<file path="src/hdl/kcd_ram.sv">
// Generic simple dual-port RAM, one write and one registered read port.
// No dependencies.
module kcd_ram #(
    parameter int DW = 8,
    parameter int AW = 8
) (
    input  logic          i_clk,
    input  logic          i_we,
    input  logic [AW-1:0] i_waddr,
    input  logic [DW-1:0] i_wdata,
    input  logic [AW-1:0] i_raddr,
    output logic [DW-1:0] o_rdata
);
    logic [DW-1:0] r_mem [2**AW];

    always_ff @(posedge i_clk) begin
        if (i_we) begin
            r_mem[i_waddr] <= i_wdata;
        end
        o_rdata <= r_mem[i_raddr];
    end
endmodule

</file>
<file path="config.mk">
export PLATFORM = sky130hd
export DESIGN_NAME = kcd_ram
export DESIGN_NICKNAME = d
export VERILOG_FILES = /design/src/hdl/kcd_ram.sv
export SDC_FILE = /design/constraint.sdc
export NUM_CORES = 2
export LEC_CHECK = 0
export BUFFER_PORTS_ARGS = -buffer_cell sky130_fd_sc_hd__clkbuf_2
export CAP_MARGIN = 20
export CELL_PAD_IN_SITES_DETAIL_PLACEMENT = 1
export CELL_PAD_IN_SITES_GLOBAL_PLACEMENT = 1
export CORE_MARGIN = 2
export CORE_UTILIZATION = 53
export CTS_CLUSTER_DIAMETER = 80
export CTS_CLUSTER_SIZE = 8
export DETAILED_ROUTE_END_ITERATION = 10
export GPL_TIMING_DRIVEN = 0
export PLACE_DENSITY = 0.75
export SLEW_MARGIN = 20
export SYNTH_ARGS = -nofsm -noshare
export SYNTH_HDL_FRONTEND = slang
export SYNTH_SLANG_ARGS = --single-unit
</file>
<file path="constraint.sdc">
create_clock -name i_clk -period 2.3 [get_ports i_clk]
set_input_delay 0.115 -clock i_clk [delete_from_list [all_inputs] [get_ports i_clk]]
set_output_delay 0.115 -clock i_clk [all_outputs]
set_load 0.1 [all_outputs]
</file>
# Word-level counts from Yosys, hierarchy flattened
# Memory sizes are Yosys's and may differ from the RTL's. A register that Yosys moved wholly into a read port is not among the register bits.
# Cells that the tools add are included.
[op_classes]
mux = 2
[op_table]
columns = ["operator", "count"]
rows = [
  ["$mux 1", 2],
]
[totals]
n_memories = 1
word_cells = 3
output_inout_bits = 8
input_bits = 26
ram_bits = 2048
regBits = 0
[mem_list]
columns = ["memory", "depth", "word_bits", "rd", "rd_ports_with_merged_regs", "write_ports", "line_no", "text"]
rows = [
  ["r_mem", 256, 8, 1, 1, 1, "14", "logic [DW-1:0] r_mem [2**AW];"],
]

# Logic depth before layout (Yosys ltp)
[depth]
ltp_word = 2
depth_mapped = 11

# Worst setup path before layout
# No wires, ideal clock.
[synth_timing]
path_kind = "input-to-reg"
from = "input i_raddr[0]"
to = "register o_rdata[2], read port of r_mem"
n_path_buf = 4
slack_ps = 247
path_stages = 9
arrival_time_ps = 1922
required_ps = 2169
path_cell_list = "buf_6 -> buf_12 -> buf_8 -> buf_2 -> mux4_2 -> a22oi_1 -> a21oi_1 -> nor4_1 -> nor4_2"
[synth_rtl]
columns = ["item", "line_no", "text"]
rows = [
  ["from (decl)", "11", "input logic [AW-1:0] i_raddr,"],
  ["to (decl)", "12", "output logic [DW-1:0] o_rdata"],
]

==> results.sh <==
export IMPL_overflow=0
export IMPL_min_from="i_waddr[1]"
export IMPL_place_hpwl_um=172000
export IMPL_grt_pass1_vias=45400
export IMPL_yosysSeqAreaShare_pct=77.5
export IMPL_htree_levels=5
export IMPL_layout_min_cycle_time_ps=2610
export IMPL_cp_num_buf_inv=0
export IMPL_clkPwrFrac_pct=46.0
export IMPL_cts_root_buf="clkbuf_16"
export IMPL_vias_per_cell=7.20
export IMPL_synth_area_leaders="edfxtp_1 77%, mux4_2 13%, mux2i_1 1.7%"
export IMPL_synth_edf_count=2048
export IMPL_ys_warnings_count=0
export IMPL_die_w_um=391
export IMPL_clk_pin_slew_ps=50
export IMPL_drt_total_wl_um=268000
export IMPL_synth_area_mm2=0.0796
export IMPL_final_cell_mix="2,048 x edfxtp_1, 454 x mux4_2, 318 x clkbuf_16"
export IMPL_num_io_pins=34
export IMPL_cp_max_fo=1
export IMPL_start_kind="register"
export IMPL_cts_buffer_depth=4
export IMPL_track_usage_pct=35.4
export IMPL_crit_path_top_delay_cell="a221oi_4"
export IMPL_p_per_area_mw_per_mm2=929
export IMPL_critical_path_required_ps=3020
export IMPL_wire_per_inst_um=43.4
export IMPL_insertion_delay_ps=940
export IMPL_cts_buffers=307
export IMPL_maxSlewHeadroom_pct=18.0
export IMPL_synth_top_area_share_pct=77.3
export IMPL_syn_inst=3733
export IMPL_finalSetupViolations=374
export IMPL_avgSynthCellArea_um2=21.3
export IMPL_p_leak_nw=29.0
export IMPL_critPathKind="register to register"
export IMPL_synthFlopType="edfxtp_1"
export IMPL_power_frac_comb_pct=6.0
export IMPL_ant_nets=0
export IMPL_fillCellCount=12000
export IMPL_gp_congestion=0.966
export IMPL_coreArea_mm2=0.149
export IMPL_crit_arrival_ps=3330
export IMPL_end_kind="register"
export IMPL_yosysTopAreaCell="edfxtp_1"
export IMPL_status="complete, but fails checks"
export IMPL_hp_class="input port to register"
export IMPL_drive_gt1_share_pct=30.4
export IMPL_cts_tree="done"
export IMPL_multi_input_area_mm2=0.0178
export IMPL_die_area_mm2=0.153
export IMPL_setup_ws_ps=-312
export IMPL_cp_startpoint="r_mem[82][6]$_DFFE_PP_"
export IMPL_drc=0
export IMPL_p_switching_w=0.0191
export IMPL_switching_share_pct=22.1
export IMPL_rsz0062_at_grt="yes"
export IMPL_antenna_found_initial=16
export IMPL_numClockSinks=2056
export IMPL_ys_ff_latch=2056
export IMPL_period_share_pct=114
export IMPL_finalHoldViolCount=0
export IMPL_dr_pass1_iters=6
export IMPL_fmax_ghz=0.383
export IMPL_io_buffers=26
export IMPL_layout_commonest_cell="edfxtp_1"
export IMPL_grt_pass1_wl_um=367000
export IMPL_sequentialPowerShare_pct=47.9
export IMPL_violations="negative setup slack"
export IMPL_vias=44500
export IMPL_p_int_w=0.0673
export IMPL_syn_to_final_growth_pct=16.9
export IMPL_drt_iter0_drc=6839
export IMPL_finClkSkew_ps=51.6
export IMPL_async_flop_share_pct=0
export IMPL_critPathMaxStageDelay_ps=570
export IMPL_grt_max_degree=123
export IMPL_worstMarginPinSlew_ps=1230
export IMPL_place_ws_ps=-2350
export IMPL_regArea_mm2=0.0617
export IMPL_rows=142
export IMPL_fin_nets=4140
export IMPL_path_cells="mux4_2, a22o_4, a221oi_4, o32ai_4, nor3_4, nor4_4"
export IMPL_cap_violations=0
export IMPL_cp_top_family="compound AO/OA/AOI/OAI gates"
export IMPL_max_vdd_ir_drop_mv=0.701
export IMPL_fin_hold_ws_ps=92.0
export IMPL_fp_dieH_um=391
export IMPL_crit_reg2reg_launch="r_mem[82][6]$_DFFE_PP_"
export IMPL_syn_num_nets=3759
export IMPL_yosysUniqueCellTypes=55
export IMPL_start_util_pct=53.2
export IMPL_drv_slew=0
[power by group through the flow]
stage                     Sequential [W]  Combinational (W)  Clock (W)
after floorplan                   0.0423            0.00201          0
after global placement            0.0423            0.00434          0
after detailed placement          0.0421            0.00462          0
after CTS                         0.0414            0.00494     0.0396
after global routing              0.0414            0.00523     0.0409
final                             0.0414            0.00522     0.0397
[synthesized netlist by cell type (all sizes together) (2+ instances only)]
cell type  instances
clkbuf           111
a22o               8
o211ai            10
o32ai              5
and2               6
a31oi              2
nand2             33
mux4             456
o21ai             12
nor3              22
or2                4
o221ai            47
a211oi            16
and3b              2
nor2b             31
a2111oi            5
mux2i            134
buf              122
nand3b             2
a21oi             96
edfxtp          2048
o22ai             28
o22a               5
nand3             34
nand4             10
nand2b             8
a221oi            14
a311oi             2
nor4              27
a22oi            133
nor2             282
dfxtp              8
[layout make-up]
| cell class | count | share of cell area, % |
|---|---|---|
| antenna | 14 | 0.0377 |
| clock inverter | 4 | 0.0646 |
| inverter | 2 | 0.00942 |
| sequential | 2056 | 66.3 |
| timing repair buffer | 75 | 1.18 |
| clock buffer | 343 | 8.66 |
| buffer | 230 | 1.84 |
| tap | 2016 | 2.71 |
| multi-input combinational | 1442 | 19.2 |
[path summary, 6_finish.rpt]
path	to	slack, ps	cells past startpoint
setup / recovery	o_rdata[6]$_DFF_P_	-310	6
hold reg to reg	o_rdata[5]$_DFF_P_	1120	6
setup reg to reg	o_rdata[6]$_DFF_P_	-310	6
hold / removal	r_mem[147][4]$_DFFE_PP_	90	3
[through the flow]
step,cell area (um2),TNS [ps],instances,power [W],util (%)
2_1_floorplan,79600,0,3733,0.0443,-
3_3_place_gp,82200,-6872590,5775,0.0467,55.0
3_5_place_dp,83100,-1899110,5806,0.0467,55.6
4_1_cts,92600,-761,6166,0.0860,61.9
5_1_grt,92900,-809,6169,0.0876,62.2
6_report,93000,-22590,6182,0.0864,62.2
[per-layer routing]
| metal | share of wire, % | track usage, % |
|---|---|---|
| met5 | 0.024 | 0 |
| met4 | 7.8 | 23.2 |
| met3 | 13 | 12.1 |
| met2 | 45 | 52.4 |
| met1 | 34 | 44.9 |
[sequential cells by signal (all words and copies together), names as in the netlist]
signal and cells:
r_mem 2048, o_rdata 8
[worst min-delay path, delay by kind of cell]
kind                   cells  cell delay (ps)
and+or+nand+nor            2              440
buffers and inverters      1              230
[repair_timing]
action	in CTS	in global routing
pin swaps	27	26
setup endpoints to repair	1265	354
setup buffers	7	0
endpoints found under the hold margin	665	0
hold buffers	8	0
cloned	0	0
resized for setup	310	110
[cell families after synthesis]
| kind of cell | count (synthesis) | synth area share, % |
|---|---|---|
| AOI/OAI and AO/OA | 385 | 3.42 |
| buffers and inverters | 235 | 1.83 |
| DFF | 2056 | 77.5 |
| muxes | 591 | 14.6 |
| and+or+nand+nor | 466 | 2.63 |
Power figures use the tool's default switching activity.
